**src/rtl/hrce_pkg.sv**
```systemverilog
// ----------------------------------------------------------------------------
// hrce_pkg: shared types and constants for the hex range cell enumerator
// Payload structs, controller/datapath command and status, step tables.
// ----------------------------------------------------------------------------
package hrce_pkg;

    localparam int COORD_IN_W = 6;   // offset column/row field width
    localparam int RANGE_W    = 3;   // ring_range field width
    localparam int GRID_W     = 7;   // grid size register width
    localparam int COORD_W    = 10;  // signed internal coordinate width
    localparam int DIR_W      = 3;   // walk direction index width

    localparam int DEF_MAX_RANGE = 4;
    localparam int DEF_MAX_DIM   = 64;

    localparam logic [GRID_W-1:0] GRID_RESET = GRID_W'(8);
    localparam logic [DIR_W-1:0]  DIR_LAST   = DIR_W'(5);

    // configuration register indexes
    localparam logic CFG_GRID_WIDTH  = 1'b0;
    localparam logic CFG_GRID_HEIGHT = 1'b1;

    typedef struct packed {
        logic [COORD_IN_W-1:0] center_col;
        logic [COORD_IN_W-1:0] center_row;
        logic [RANGE_W-1:0]    ring_range;
    } t_in;

    typedef struct packed {
        logic [COORD_IN_W-1:0] cell_col;
        logic [COORD_IN_W-1:0] cell_row;
        logic                  last_cell;
    } t_out;

    typedef struct packed {
        logic               load;      // take a new center
        logic               advance;   // step the walk along dir
        logic               restart;   // jump to the start of ring next_ring
        logic               push;      // move held cell out, hold the candidate
        logic               flush;     // move held cell out as the last one
        logic [DIR_W-1:0]   dir;
        logic [RANGE_W-1:0] next_ring;
    } t_cmd;

    typedef struct packed {
        logic in_grid;   // current candidate lies in the grid
        logic out_free;  // output register can take a cell this cycle
    } t_sts;

    function automatic logic signed [1:0] step_q(input logic [DIR_W-1:0] dir);
        logic signed [1:0] s;
        case (dir)
            3'd0:    s = 2'sd1;
            3'd1:    s = 2'sd0;
            3'd2:    s = -2'sd1;
            3'd3:    s = -2'sd1;
            3'd4:    s = 2'sd0;
            3'd5:    s = 2'sd1;
            default: s = 2'sd0;
        endcase
        return s;
    endfunction

    function automatic logic signed [1:0] step_r(input logic [DIR_W-1:0] dir);
        logic signed [1:0] s;
        case (dir)
            3'd0:    s = 2'sd0;
            3'd1:    s = 2'sd1;
            3'd2:    s = 2'sd1;
            3'd3:    s = 2'sd0;
            3'd4:    s = -2'sd1;
            3'd5:    s = -2'sd1;
            default: s = 2'sd0;
        endcase
        return s;
    endfunction

endpackage

```
**src/rtl/hrce_ctrl.sv**
```systemverilog
// ----------------------------------------------------------------------------
// hrce_ctrl: walk sequencer
// Tracks ring, direction and step counters and issues datapath commands.
// ----------------------------------------------------------------------------
module hrce_ctrl #(
    parameter int MAX_RANGE = hrce_pkg::DEF_MAX_RANGE
) (
    input  logic                         i_clk,
    input  logic                         i_rst_n,
    input  logic                         i_in_valid,
    input  logic [hrce_pkg::RANGE_W-1:0] i_ring_range,
    output logic                         o_in_stall,
    input  hrce_pkg::t_sts               i_sts,
    output hrce_pkg::t_cmd               o_cmd
);

    typedef enum logic [2:0] {
        S_IDLE  = 3'b001,
        S_WALK  = 3'b010,
        S_FLUSH = 3'b100
    } t_state;

    localparam logic [hrce_pkg::RANGE_W-1:0] RANGE_CAP = hrce_pkg::RANGE_W'(MAX_RANGE);

    t_state                       r_state, n_state;
    logic [hrce_pkg::RANGE_W-1:0] r_range, n_range;
    logic [hrce_pkg::RANGE_W-1:0] r_ring, n_ring;
    logic [hrce_pkg::RANGE_W-1:0] r_k, n_k;
    logic [hrce_pkg::DIR_W-1:0]   r_dir, n_dir;
    logic [hrce_pkg::RANGE_W-1:0] range_sat;
    logic                         accept, go, last_step;

    assign range_sat = (i_ring_range > RANGE_CAP) ? RANGE_CAP : i_ring_range;
    assign o_in_stall = (r_state != S_IDLE);
    assign accept     = i_in_valid && (r_state == S_IDLE);
    // a cell outside the grid never waits on the output
    assign go         = !i_sts.in_grid || i_sts.out_free;
    assign last_step  = (r_k == r_ring - hrce_pkg::RANGE_W'(1));

    always_comb begin
        n_state = r_state;
        n_range = r_range;
        n_ring  = r_ring;
        n_k     = r_k;
        n_dir   = r_dir;
        o_cmd           = '0;
        o_cmd.dir       = r_dir;
        o_cmd.next_ring = r_ring + hrce_pkg::RANGE_W'(1);
        case (r_state)
            S_IDLE: begin
                if (accept) begin
                    o_cmd.load = 1'b1;
                    n_range    = range_sat;
                    n_ring     = hrce_pkg::RANGE_W'(1);
                    n_k        = '0;
                    n_dir      = '0;
                    n_state    = (range_sat == '0) ? S_FLUSH : S_WALK;
                end
            end
            S_WALK: begin
                if (go) begin
                    o_cmd.push = i_sts.in_grid;
                    if (last_step && r_dir == hrce_pkg::DIR_LAST) begin
                        if (r_ring == r_range) begin
                            n_state = S_FLUSH;
                        end else begin
                            o_cmd.restart = 1'b1;
                            n_ring        = r_ring + hrce_pkg::RANGE_W'(1);
                            n_k           = '0;
                            n_dir         = '0;
                        end
                    end else if (last_step) begin
                        o_cmd.advance = 1'b1;
                        n_k           = '0;
                        n_dir         = r_dir + hrce_pkg::DIR_W'(1);
                    end else begin
                        o_cmd.advance = 1'b1;
                        n_k           = r_k + hrce_pkg::RANGE_W'(1);
                    end
                end
            end
            S_FLUSH: begin
                if (i_sts.out_free) begin
                    o_cmd.flush = 1'b1;
                    n_state     = S_IDLE;
                end
            end
            default: begin
                n_state = S_IDLE;
            end
        endcase
    end

    always_ff @(posedge i_clk) begin
        if (!i_rst_n) begin
            r_state <= S_IDLE;
            r_range <= '0;
            r_ring  <= '0;
            r_k     <= '0;
            r_dir   <= '0;
        end else begin
            r_state <= n_state;
            r_range <= n_range;
            r_ring  <= n_ring;
            r_k     <= n_k;
            r_dir   <= n_dir;
        end
    end

endmodule

```
**src/rtl/hrce_dp.sv**
```systemverilog
// ----------------------------------------------------------------------------
// hrce_dp: coordinate datapath
// Axial walk position, bounds check, held cell and output register.
// ----------------------------------------------------------------------------
module hrce_dp #(
    parameter int MAX_DIM = hrce_pkg::DEF_MAX_DIM
) (
    input  logic                        i_clk,
    input  logic                        i_rst_n,
    input  logic                        i_cfg_we,
    input  logic                        i_cfg_idx,
    input  logic [hrce_pkg::GRID_W-1:0] i_cfg_data,
    input  hrce_pkg::t_in               i_in_data,
    input  hrce_pkg::t_cmd              i_cmd,
    output hrce_pkg::t_sts              o_sts,
    output logic                        o_out_valid,
    input  logic                        i_out_stall,
    output hrce_pkg::t_out              o_out_data
);

    localparam int CW = hrce_pkg::COORD_W;
    localparam int GW = hrce_pkg::GRID_W;
    localparam int IW = hrce_pkg::COORD_IN_W;
    localparam logic [GW-1:0] DIM_CAP = GW'((MAX_DIM < 2**GW) ? MAX_DIM : 2**GW - 1);

    logic [GW-1:0]        r_grid_w, r_grid_h;
    logic signed [CW-1:0] r_cq, r_crow, r_q, r_r;
    logic [IW-1:0]        r_hold_col, r_hold_row;
    hrce_pkg::t_out       r_out;
    logic                 r_out_valid;

    logic signed [CW-1:0] in_col, in_row, in_cq, cand_col, dq, dr;
    logic signed [CW-1:0] w_ext, h_ext;
    logic [GW-1:0]        w_lim, h_lim;

    assign in_col = CW'(i_in_data.center_col);
    assign in_row = CW'(i_in_data.center_row);
    assign in_cq  = in_col - (in_row >>> 1);

    // floor(r/2) by arithmetic shift holds for negative rows
    assign cand_col = r_q + (r_r >>> 1);

    assign w_lim = (r_grid_w < DIM_CAP) ? r_grid_w : DIM_CAP;
    assign h_lim = (r_grid_h < DIM_CAP) ? r_grid_h : DIM_CAP;
    assign w_ext = CW'(w_lim);
    assign h_ext = CW'(h_lim);

    assign o_sts.in_grid  = (cand_col >= 0) && (cand_col < w_ext) &&
                            (r_r >= 0) && (r_r < h_ext);
    assign o_sts.out_free = !r_out_valid || !i_out_stall;

    assign dq = CW'(hrce_pkg::step_q(i_cmd.dir));
    assign dr = CW'(hrce_pkg::step_r(i_cmd.dir));

    always_ff @(posedge i_clk) begin
        if (!i_rst_n) begin
            r_grid_w <= hrce_pkg::GRID_RESET;
            r_grid_h <= hrce_pkg::GRID_RESET;
        end else if (i_cfg_we) begin
            if (i_cfg_idx == hrce_pkg::CFG_GRID_WIDTH) begin
                r_grid_w <= i_cfg_data;
            end else begin
                r_grid_h <= i_cfg_data;
            end
        end
    end

    // walk position and held cell
    always_ff @(posedge i_clk) begin
        if (i_cmd.load) begin
            r_cq       <= in_cq;
            r_crow     <= in_row;
            r_q        <= in_cq;
            r_r        <= in_row - CW'(1);
            r_hold_col <= i_in_data.center_col;
            r_hold_row <= i_in_data.center_row;
        end else begin
            if (i_cmd.advance) begin
                r_q <= r_q + dq;
                r_r <= r_r + dr;
            end else if (i_cmd.restart) begin
                r_q <= r_cq;
                r_r <= r_crow - CW'(i_cmd.next_ring);
            end
            if (i_cmd.push) begin
                r_hold_col <= cand_col[IW-1:0];
                r_hold_row <= r_r[IW-1:0];
            end
        end
    end

    always_ff @(posedge i_clk) begin
        if (!i_rst_n) begin
            r_out_valid <= 1'b0;
        end else if (i_cmd.push || i_cmd.flush) begin
            r_out_valid <= 1'b1;
        end else if (!i_out_stall) begin
            r_out_valid <= 1'b0;
        end
    end

    always_ff @(posedge i_clk) begin
        if (i_cmd.push || i_cmd.flush) begin
            r_out.cell_col  <= r_hold_col;
            r_out.cell_row  <= r_hold_row;
            r_out.last_cell <= i_cmd.flush;
        end
    end

    assign o_out_valid = r_out_valid;
    assign o_out_data  = r_out;

endmodule

```
**src/rtl/hex_range_cell_enumerator_unit.sv**
```systemverilog
// ----------------------------------------------------------------------------
// hex_range_cell_enumerator_unit: hex spiral range enumerator
// Lists every odd-row offset hex cell within a range of a center, in spiral
// order, with the last listed cell flagged.
// ----------------------------------------------------------------------------
// A request carries a center cell (offset column and row) and a range; ranges
// above MAX_RANGE saturate. The unit returns the center first, always and
// without a bounds check, then rings 1 to range, each starting at axial
// (q, r - ring) and walking six directions, keeping only cells inside the
// configured grid (bounded by MAX_DIM). One candidate cell is tested per cycle
// by the walk sequencer, though one inside the grid waits while the output
// stalls. The input stalls from acceptance until the last cell is flushed.
// Each accepted cell is held one step so the final one can carry last_cell.
// Write grid_width (index 0) and grid_height (index 1) only while the unit
// is idle; both reset to 8.
module hex_range_cell_enumerator_unit #(
    parameter int MAX_RANGE = hrce_pkg::DEF_MAX_RANGE,
    parameter int MAX_DIM   = hrce_pkg::DEF_MAX_DIM
) (
    input  logic                        i_clk,
    input  logic                        i_rst_n,
    // configuration write port
    input  logic                        i_cfg_we,
    input  logic                        i_cfg_idx,
    input  logic [hrce_pkg::GRID_W-1:0] i_cfg_data,
    // request channel
    input  logic                        i_in_valid,
    output logic                        o_in_stall,
    input  hrce_pkg::t_in               i_in_data,
    // cell channel
    output logic                        o_out_valid,
    input  logic                        i_out_stall,
    output hrce_pkg::t_out              o_out_data
);

    hrce_pkg::t_cmd cmd;
    hrce_pkg::t_sts sts;

    // sequencer: ring/direction/step counters
    hrce_ctrl #(
        .MAX_RANGE (MAX_RANGE)
    ) u_ctrl (
        .i_clk        (i_clk),
        .i_rst_n      (i_rst_n),
        .i_in_valid   (i_in_valid),
        .i_ring_range (i_in_data.ring_range),
        .o_in_stall   (o_in_stall),
        .i_sts        (sts),
        .o_cmd        (cmd)
    );

    // datapath: coordinates, bounds check, held cell, output register
    hrce_dp #(
        .MAX_DIM (MAX_DIM)
    ) u_dp (
        .i_clk       (i_clk),
        .i_rst_n     (i_rst_n),
        .i_cfg_we    (i_cfg_we),
        .i_cfg_idx   (i_cfg_idx),
        .i_cfg_data  (i_cfg_data),
        .i_in_data   (i_in_data),
        .i_cmd       (cmd),
        .o_sts       (sts),
        .o_out_valid (o_out_valid),
        .i_out_stall (i_out_stall),
        .o_out_data  (o_out_data)
    );

endmodule

```
**config.mk**
```make
export PLATFORM = sky130hd
export DESIGN_NAME = hex_range_cell_enumerator_unit
export DESIGN_NICKNAME = d
export VERILOG_FILES = /design/src/rtl/hrce_pkg.sv /design/src/rtl/hrce_ctrl.sv /design/src/rtl/hrce_dp.sv /design/src/rtl/hex_range_cell_enumerator_unit.sv
export SDC_FILE = /design/constraint.sdc
export NUM_CORES = 1
export LEC_CHECK = 0
export BUFFER_PORTS_ARGS = -buffer_cell sky130_fd_sc_hd__buf_2
export CAP_MARGIN = 10
export CORE_UTILIZATION = 55
export DETAILED_ROUTE_END_ITERATION = 8
export GPL_ROUTABILITY_DRIVEN = 1
export PLACE_DENSITY = 0.8
export SYNTH_ARGS = -nofsm -noshare
export SYNTH_HDL_FRONTEND = slang
export SYNTH_SLANG_ARGS = --single-unit
```
**constraint.sdc**
```tcl
create_clock -name i_clk -period 4.3 [get_ports i_clk]
set_input_delay 0.43 -clock i_clk [delete_from_list [all_inputs] [get_ports i_clk]]
set_output_delay 0.43 -clock i_clk [all_outputs]
set_load 0.02 [all_outputs]
```
### Yosys cells after proc, flatten, opt, wreduce, memory -nomap -nowiden

Cells that the tools add are included.

| storage, ports and cells | value |
|---|---|
| register bits | 91 |
| word-level logic and storage cells | 130 |
| output and inout bits | 15 |
| bits of input ports | 28 |

| cells by class | value |
|---|---|
| add/sub/neg operators | 10 |
| muxes and demuxes | 48 |
| bitwise logic cells | 1 |
| reduce and logical (&&, ||, !) cells | 27 |
| equal/unequal tests | 20 |
| order comparisons | 7 |

Operators by type and width:

| operator | number |
|---|---|
| $mux 3 | 21 |
| $mux 10 | 6 |
| $mux 6 | 4 |
| $add 10x2->10 | 2 |
| $ge 10x1->1 const B | 2 |
| $lt 10x8->1 | 2 |
| $pmux 3 s2 | 3 |
| $reduce_and 5->1 | 3 |
| $lt 7x7->1 const B | 2 |
| $mux 7 | 2 |
| $ne 2x1->1 const B | 6 |
| $add 10x9->10 | 1 |
| $add 3x1->3 const B | 3 |
| $eq 3x2->1 const B | 3 |
| $eq 3x3->1 const B | 3 |
| $mux 1 | 9 |
| $pmux 3 s3 | 1 |
| $pmux 2 s2 | 2 |
| $reduce_or 2->1 | 4 |
| $sub 6x1->7 const B | 1 |
| $sub 6x3->7 | 1 |
| $sub 6x5->7 | 1 |
| $eq 3x1->1 const B | 2 |
| $eq 3x3->1 | 2 |
| 14 further kinds | 27 |

### Depth between registers and ports, before layout

| depth | value |
|---|---|
| word-level depth | 13 |
| gate-level depth with buffers | 15 |
| depth with buffers taken out | 15 |

### By module

From an unflattened synthesis, not the netlist that was laid out.

| unflattened totals | value |
|---|---|
| cells, all modules | 592 |
| area total of the unflattened synthesis | 5819.3 um^2 |

By module, submodules not included:

| module | sequential area each (um^2) | area an instance (um^2) | times used | cells each |
|---|---|---|---|---|
| hrce_dp | 2042.0 | 4843.4 | 1 | 477 |
| hrce_ctrl | 300.3 | 975.9 | 1 | 115 |

### Worst setup path before layout

No wires, ideal clock.

| timing path | value |
|---|---|
| kind | reg-to-reg |
| from | register u_dp.r_r[1] |
| to | register u_dp.r_out (netlist bit u_dp.o_out_data[0]), enable pin |
| data required time | 3.918 ns |
| period minus slack after synthesis | 3.799 ns |
| slack | 0.501 ns |
| stages on the path, launching flop included | 14 |
| setup time | 0.382 ns |
| data arrival time | 3.416 ns |
| buffers on the path | 0 |
| path through | edfxtp_1 -> ha_1 -> fa_1 -> a21oi_1 -> o22ai_1 -> nor2_1 -> xnor2_1 -> ha_1 -> nor2b_1 -> o211ai_1 -> nand3_1 -> nor3_1 -> a32oi_1 -> nor2_1 |

| between the ends | value |
|---|---|
| cells in the longest elaborated chain, start to end | 10 |
| elaborated cells between the ends (all ways) | 13 |
| classes of those cells | add/sub: 1; order compare: 4; mux: 2; reduce/logical: 6 |

RTL lines:

| what | line | source |
|---|---|---|
| start: declaration | hrce_dp.sv:27 | `logic signed [CW-1:0] r_cq, r_crow, r_q, r_r;` |
| start signal: assignment | hrce_dp.sv:74 | `r_r <= in_row - CW'(1);` |
| start signal: assignment | hrce_dp.sv:80 | `r_r <= r_r + dr;` |
| start signal: assignment | hrce_dp.sv:83 | `r_r <= r_crow - CW'(i_cmd.next_ring);` |
| $add 10x9->10 | hrce_dp.sv:41 | `assign cand_col = r_q + (r_r >>> 1);` |
| $ge 10x1->1 / $lt 10x8->1 (equally long branches) | hrce_dp.sv:48 | `assign o_sts.in_grid = (cand_col >= 0) && (cand_col < w_ext) &&` |
| $logic_and 1x1->1 (2 in series) | hrce_dp.sv:48 |  |
| $logic_and 1x1->1 (*) | hrce_dp.sv:49 | `(r_r >= 0) && (r_r < h_ext);` |
| $logic_not 1->1 | hrce_ctrl.sv:37 | `assign go = !i_sts.in_grid \|\| i_sts.out_free;` |
| $logic_or 1x1->1 | hrce_ctrl.sv:37 |  |
| $mux 3 (*) | hrce_ctrl.sv:61 | `if (go) begin` |
| $mux 3 (*) | hrce_ctrl.sv:49 | `case (r_state)` |
| $logic_or 1x1->1 (*) | hrce_dp.sv:103 | `if (i_cmd.push \|\| i_cmd.flush) begin` |
| end: declaration | hrce_dp.sv:29 | `hrce_pkg::t_out r_out;` |

Every way passes the cells marked *; elsewhere a longest branch is shown, timed or not.
A chain may end at the register's enable or synchronous reset.

### Worst setup path in the final report

| timing path | value |
|---|---|
| from | register u_dp.r_r[1] |
| to | register u_dp.r_hold_col[1], enable pin |

| between the ends | value |
|---|---|
| cells in the longest elaborated chain, start to end | 10 |
| elaborated cells between the ends (all ways) | 13 |
| classes of those cells | add/sub: 1; order compare: 4; mux: 2; reduce/logical: 6 |

RTL lines:

| what | line | source |
|---|---|---|
| $add 10x9->10 | hrce_dp.sv:41 |  |
| $ge 10x1->1 / $lt 10x8->1 (equally long branches) | hrce_dp.sv:48 |  |
| $logic_and 1x1->1 (2 in series) | hrce_dp.sv:48 |  |
| $logic_and 1x1->1 (*) | hrce_dp.sv:49 |  |
| $logic_not 1->1 | hrce_ctrl.sv:37 |  |
| $logic_or 1x1->1 | hrce_ctrl.sv:37 |  |
| $mux 3 (*) | hrce_ctrl.sv:61 |  |
| $mux 3 (*) | hrce_ctrl.sv:49 |  |
| $reduce_bool 2->1 (no source line) (*) | -- |  |
| end signal: assignment | hrce_dp.sv:75 | `r_hold_col <= i_in_data.center_col;` |
| end signal: assignment | hrce_dp.sv:86 | `r_hold_col <= cand_col[IW-1:0];` |
| end: declaration | hrce_dp.sv:28 | `logic [IW-1:0] r_hold_col, r_hold_row;` |

Marks and branches as above.

==> tab_implementation.tex <==
\begin{tabular}{lr}
\hline
Metric & Value \\
\hline
\multicolumn{2}{l}{\textbf{Global routing}} \\
Maximum number of pins on one net before global-route repair & 45 \\
Via count of the first global-routing pass & 4441 \\
GRT Residual Overflow & 0 \\
Wire length of the first global-routing pass & 21650 um \\
Antenna violations before repair & 0 \\
All-layer global routing usage & 25.36\% \\
\multicolumn{2}{l}{\textbf{Die}} \\
Floorplan die area & 0.01085 sq mm \\
Standard-cell row count & 36 \\
Initial Util & 57.65\% \\
Height of the die & 104.2 um \\
Standard cell core area & 0.009955 sq mm \\
IO Count & 43 \\
DIE WIDTH & 104.2 um \\
\multicolumn{2}{l}{\textbf{Place}} \\
Half-perimeter wire length of the detailed placement result & 10450 um \\
Last weighted congestion value of the routability-driven placer & 0.9063 \\
IO buf count & 42 \\
Pre-CTS setup slack & 0.4167 ns \\
\multicolumn{2}{l}{\textbf{Cells and area}} \\
Ratio of cells with drive above 1 in the final layout & 14.58\% \\
Synth-to-Final Area Change & 9.876\% \\
Most frequent cells in the layout & 63 x sky130\_fd\_sc\_hd\_\_nand2\_1, 58 x sky130\_fd\_sc\_hd\_\_edfxtp\_1, 55 x sky130\_fd\_sc\_hd\_\_ha\_1 \\
Number of nets in the finished design & 721 \\
Most common cell after layout, fill and taps aside & sky130\_fd\_sc\_hd\_\_nand2\_1 \\
Number of diodes added for antenna fixing & 0 \\
\multicolumn{2}{l}{\textbf{Synth}} \\
Most used flip-flop cell after synthesis & sky130\_fd\_sc\_hd\_\_edfxtp\_1 \\
Fraction of registers with async set/reset & 0\% \\
Sequential-to-total area share from yosys stat & 40.81\% \\
Mean post-synth cell area & 9.777 sq um \\
Warnings, synthesis & 0 \\
Area of the mapped netlist & 0.005739 sq mm \\
Instance count of the mapped netlist & 587 \\
Number of distinct standard cells referenced by the synthesized netlist & 66 \\
Register bit total from synthesis & 88 \\
Number of enable flip-flop cells after synthesis & 58 \\
Number of nets in the synthesized netlist & 675 \\
\multicolumn{2}{l}{\textbf{Pwr}} \\
Max rail drop VDD & 0.0002621 V \\
Leakage power total & 2.548 nW \\
Pwr dens & 424.5 mW/mm\^{}2 \\
\multicolumn{2}{l}{\textbf{Timing}} \\
Clock skew & 0.01175 ns \\
Setup repair after global routing missed its margin & false \\
Worst setup slack after layout & 0.3683 ns \\
Final critical delay including setup and external delays & 3.932 ns \\
Max Clk Rate & 0.2543 GHz \\
Period Utilization, post-route & 91.43\% \\
Number of hold violations in the final report & 0 \\
Transition time at the pin with the least slew margin & 1.034 ns \\
Accumulated negative setup slack & 0 ns \\
Max transition margin & 30.62\% \\
Final count of negative-setup-slack endpoints & 0 \\
Fin. max-slew vios & 0 \\
\multicolumn{2}{l}{\textbf{Setup path}} \\
Category of the worst setup path capture point & flip-flop \\
Crit-path slowest cell & sky130\_fd\_sc\_hd\_\_a41o\_1 \\
Data arrival at the endpoint of the critical path & 3.96 ns \\
Delay contributed by the slowest stage of the critical path & 0.54 ns \\
Critical-path maximum fanout & 12 \\
Crit path cell chain & ha\_1 -> fa\_1 -> a21oi\_1 -> o22ai\_1 -> nor2\_1 -> xnor2\_1 -> ha\_1 -> nor2b\_1 -> o211ai\_1 -> nand3\_1 -> nor3\_1 -> buf\_4 -> a41o\_1 \\
Critical path startpoint category & flip-flop \\
Worst Path Required & 4.32 ns \\
Crit-path leading delay family & compound AO/OA/AOI/OAI gates \\
Count of buffering cells on the critical path with inverters included & 1 \\
Crit Path Category & flip-flop to flip-flop \\
Most Frequent Cell on Critical Path & sky130\_fd\_sc\_hd\_\_ha\_1 \\
\multicolumn{2}{l}{\textbf{Route}} \\
Per-cell via count in the routed design & 5.947 \\
Drt total wl & 13360 um \\
DR WL/cell & 17.32 um \\
Detailed router's first-iteration violation count & 284 \\
DR WL met2 & 6530 um \\
Via count of the routed design & 4585 \\
Initial DRT Pass Iterations & 5 \\
Routed wl met3 & 626 um \\
Highest metal used & met4 \\
Post-detailed-route count of antenna-violating nets & 0 \\
Wire length the detailed router placed on met1 & 5787 um \\
DRC Markers & 0 \\
\multicolumn{2}{l}{\textbf{Clocking}} \\
Number of buffers created by CTS & 9 \\
Root buffer cell & sky130\_fd\_sc\_hd\_\_clkbuf\_8 \\
Clock tree from TritonCTS & done \\
Setup repair bufs after CTS & 0 \\
Number of buffers inserted for hold repair after clock tree synthesis & 0 \\
Buffer levels on the longest clock path & 2 \\
Number of H-tree branching levels & 3 \\
Post-cts resize count & 0 \\
Worst-path clk slew & 0.10 ns \\
Clock latency of the later-clocked register in the worst-skew pair & 0.38 ns \\
Number of clock sinks & 88 \\
\multicolumn{2}{l}{\textbf{Min path}} \\
Min-delay worst type & input port to flip-flop \\
\multicolumn{2}{l}{\textbf{Run status}} \\
Status & complete, no violations \\
\multicolumn{2}{l}{\textbf{Job}} \\
Total of max-cap violations & 0 \\
\hline
\end{tabular}
[registers in the layout (all words and copies together), names as in the netlist]
name / flops
u_dp.o_out_data: 13
u_dp.r_q: 10
u_dp.r_r: 10
u_dp.r_cq: 7
u_dp.r_grid_h: 7
u_dp.r_grid_w: 7
u_dp.r_crow: 6
u_dp.r_hold_col: 6
u_dp.r_hold_row: 6
u_ctrl.r_dir: 3
u_ctrl.r_k: 3
u_ctrl.r_range: 3
u_ctrl.r_ring: 3
u_ctrl.r_state: 3
u_dp.o_out_valid: 1
[metal layers]
layer | track usage (%) | vias up
met5 | 0 | -
met4 | 11.12 | 0
met3 | 4.073 | 36
met2 | 42.33 | 134
met1 | 32.50 | 2185
li1 | - | 2230
[synthesized netlist by cell type (all sizes together) (2+ instances only)]
| cell | n | share of area [%] |
|---|---|---|
| a41oi | 2 | 0.31 |
| and2 | 3 | 0.33 |
| nor2 | 27 | 1.8 |
| xnor2 | 24 | 3.7 |
| or2 | 3 | 0.33 |
| dfxtp | 30 | 10 |
| o211ai | 13 | 1.7 |
| inv | 42 | 2.7 |
| fa | 5 | 1.7 |
| ha | 55 | 12 |
| o21ai | 43 | 3.7 |
| o31a | 2 | 0.31 |
| a2111oi | 2 | 0.31 |
| and3 | 2 | 0.22 |
| xor2 | 16 | 2.6 |
| mux2 | 2 | 0.39 |
| a31oi | 3 | 0.33 |
| nand3b | 4 | 0.52 |
| or3 | 3 | 0.33 |
| nor3 | 14 | 1.2 |
| a21o | 5 | 0.65 |
| nand4b | 2 | 0.31 |
| a211oi | 3 | 0.48 |
| or3b | 2 | 0.31 |
| clkbuf | 12 | 0.78 |
| nand2 | 63 | 4.1 |
| o221ai | 4 | 0.72 |
| mux2i | 9 | 1.6 |
| nor4b | 2 | 0.31 |
| a31o | 7 | 1.1 |
| o32a | 2 | 0.35 |
| nand2b | 6 | 0.65 |
| nor4 | 6 | 1.0 |
| o31ai | 2 | 0.26 |
| or4 | 4 | 0.52 |
| o21a | 9 | 1.2 |
| nand3 | 21 | 1.9 |
| a21oi | 40 | 3.7 |
| o32ai | 2 | 0.31 |
| nor2b | 12 | 1.3 |
| nand4 | 2 | 0.22 |
| edfxtp | 58 | 30 |
| buf | 6 | 0.68 |
| o22ai | 2 | 0.22 |
[final cells by class]
| cell class | instances | area (sq um) |
|---|---|---|
| clock buffers | 9 | 123.9 |
| clock inverters | 7 | 67.56 |
| fillers | 824 | 3649 |
| inverters | 42 | 157.7 |
| multi-input cells | 439 | 3156 |
| flip-flops and latches | 88 | 2342 |
| well taps | 133 | 166.4 |
| repair buffers | 53 | 292.8 |
[cells by family (layout without fill, tap and decap cells)]
family                     count (synthesis)  count (layout)  share of synthesized area, %
and+or+nand+nor                          176             176                         15.39
xor gates and xnor gates                  41              41                         6.628
buffers and inverters                     60             111                         4.207
AOI/OAI and AO/OA                        151             151                         17.27
muxes                                     11              11                         1.962
adders and majority gates                 60              60                         13.73
DFF                                       88              88                         40.81
[per-stage QoR]
| stage | instance area [sq um] | std cells | utilization [%] | hold slack [ns] | power, mW |
|---|---|---|---|---|---|
| 2_1_floorplan | 5739 | 587 | - | 0.4003 | 1.830 |
| 3_3_place_gp | 6115 | 755 | 61.43 | 0.4033 | 2.068 |
| 3_5_place_dp | 6115 | 755 | 61.43 | 0.4045 | 2.107 |
| 4_1_cts | 6306 | 771 | 63.35 | 0.2490 | 2.677 |
| 5_1_grt | 6306 | 771 | 63.35 | 0.2523 | 2.813 |
| 6_report | 6306 | 771 | 63.35 | 0.2530 | 2.677 |
[power by group]
part	total (mW)	switching, mW	internal (mW)
Sequential	1.13	0.0791	1.05
Clock	0.576	0.349	0.227
Combinational	0.972	0.587	0.385
[path summary, 6_finish.rpt]
path / startpoint / endpoint / slack [ns] / depth (start not counted)
max reg2reg: u_dp.r_r[1] / u_dp.r_hold_col[1] / 0.37 / 13
min: i_in_data[8] / u_dp.r_crow[5] / 0.25 / 1
max: u_dp.r_r[1] / u_dp.r_hold_col[1] / 0.37 / 13
min reg2reg: u_dp.r_hold_col[0] / u_dp.o_out_data[7] / 0.43 / 0
(Power assumes the default switching activity.)
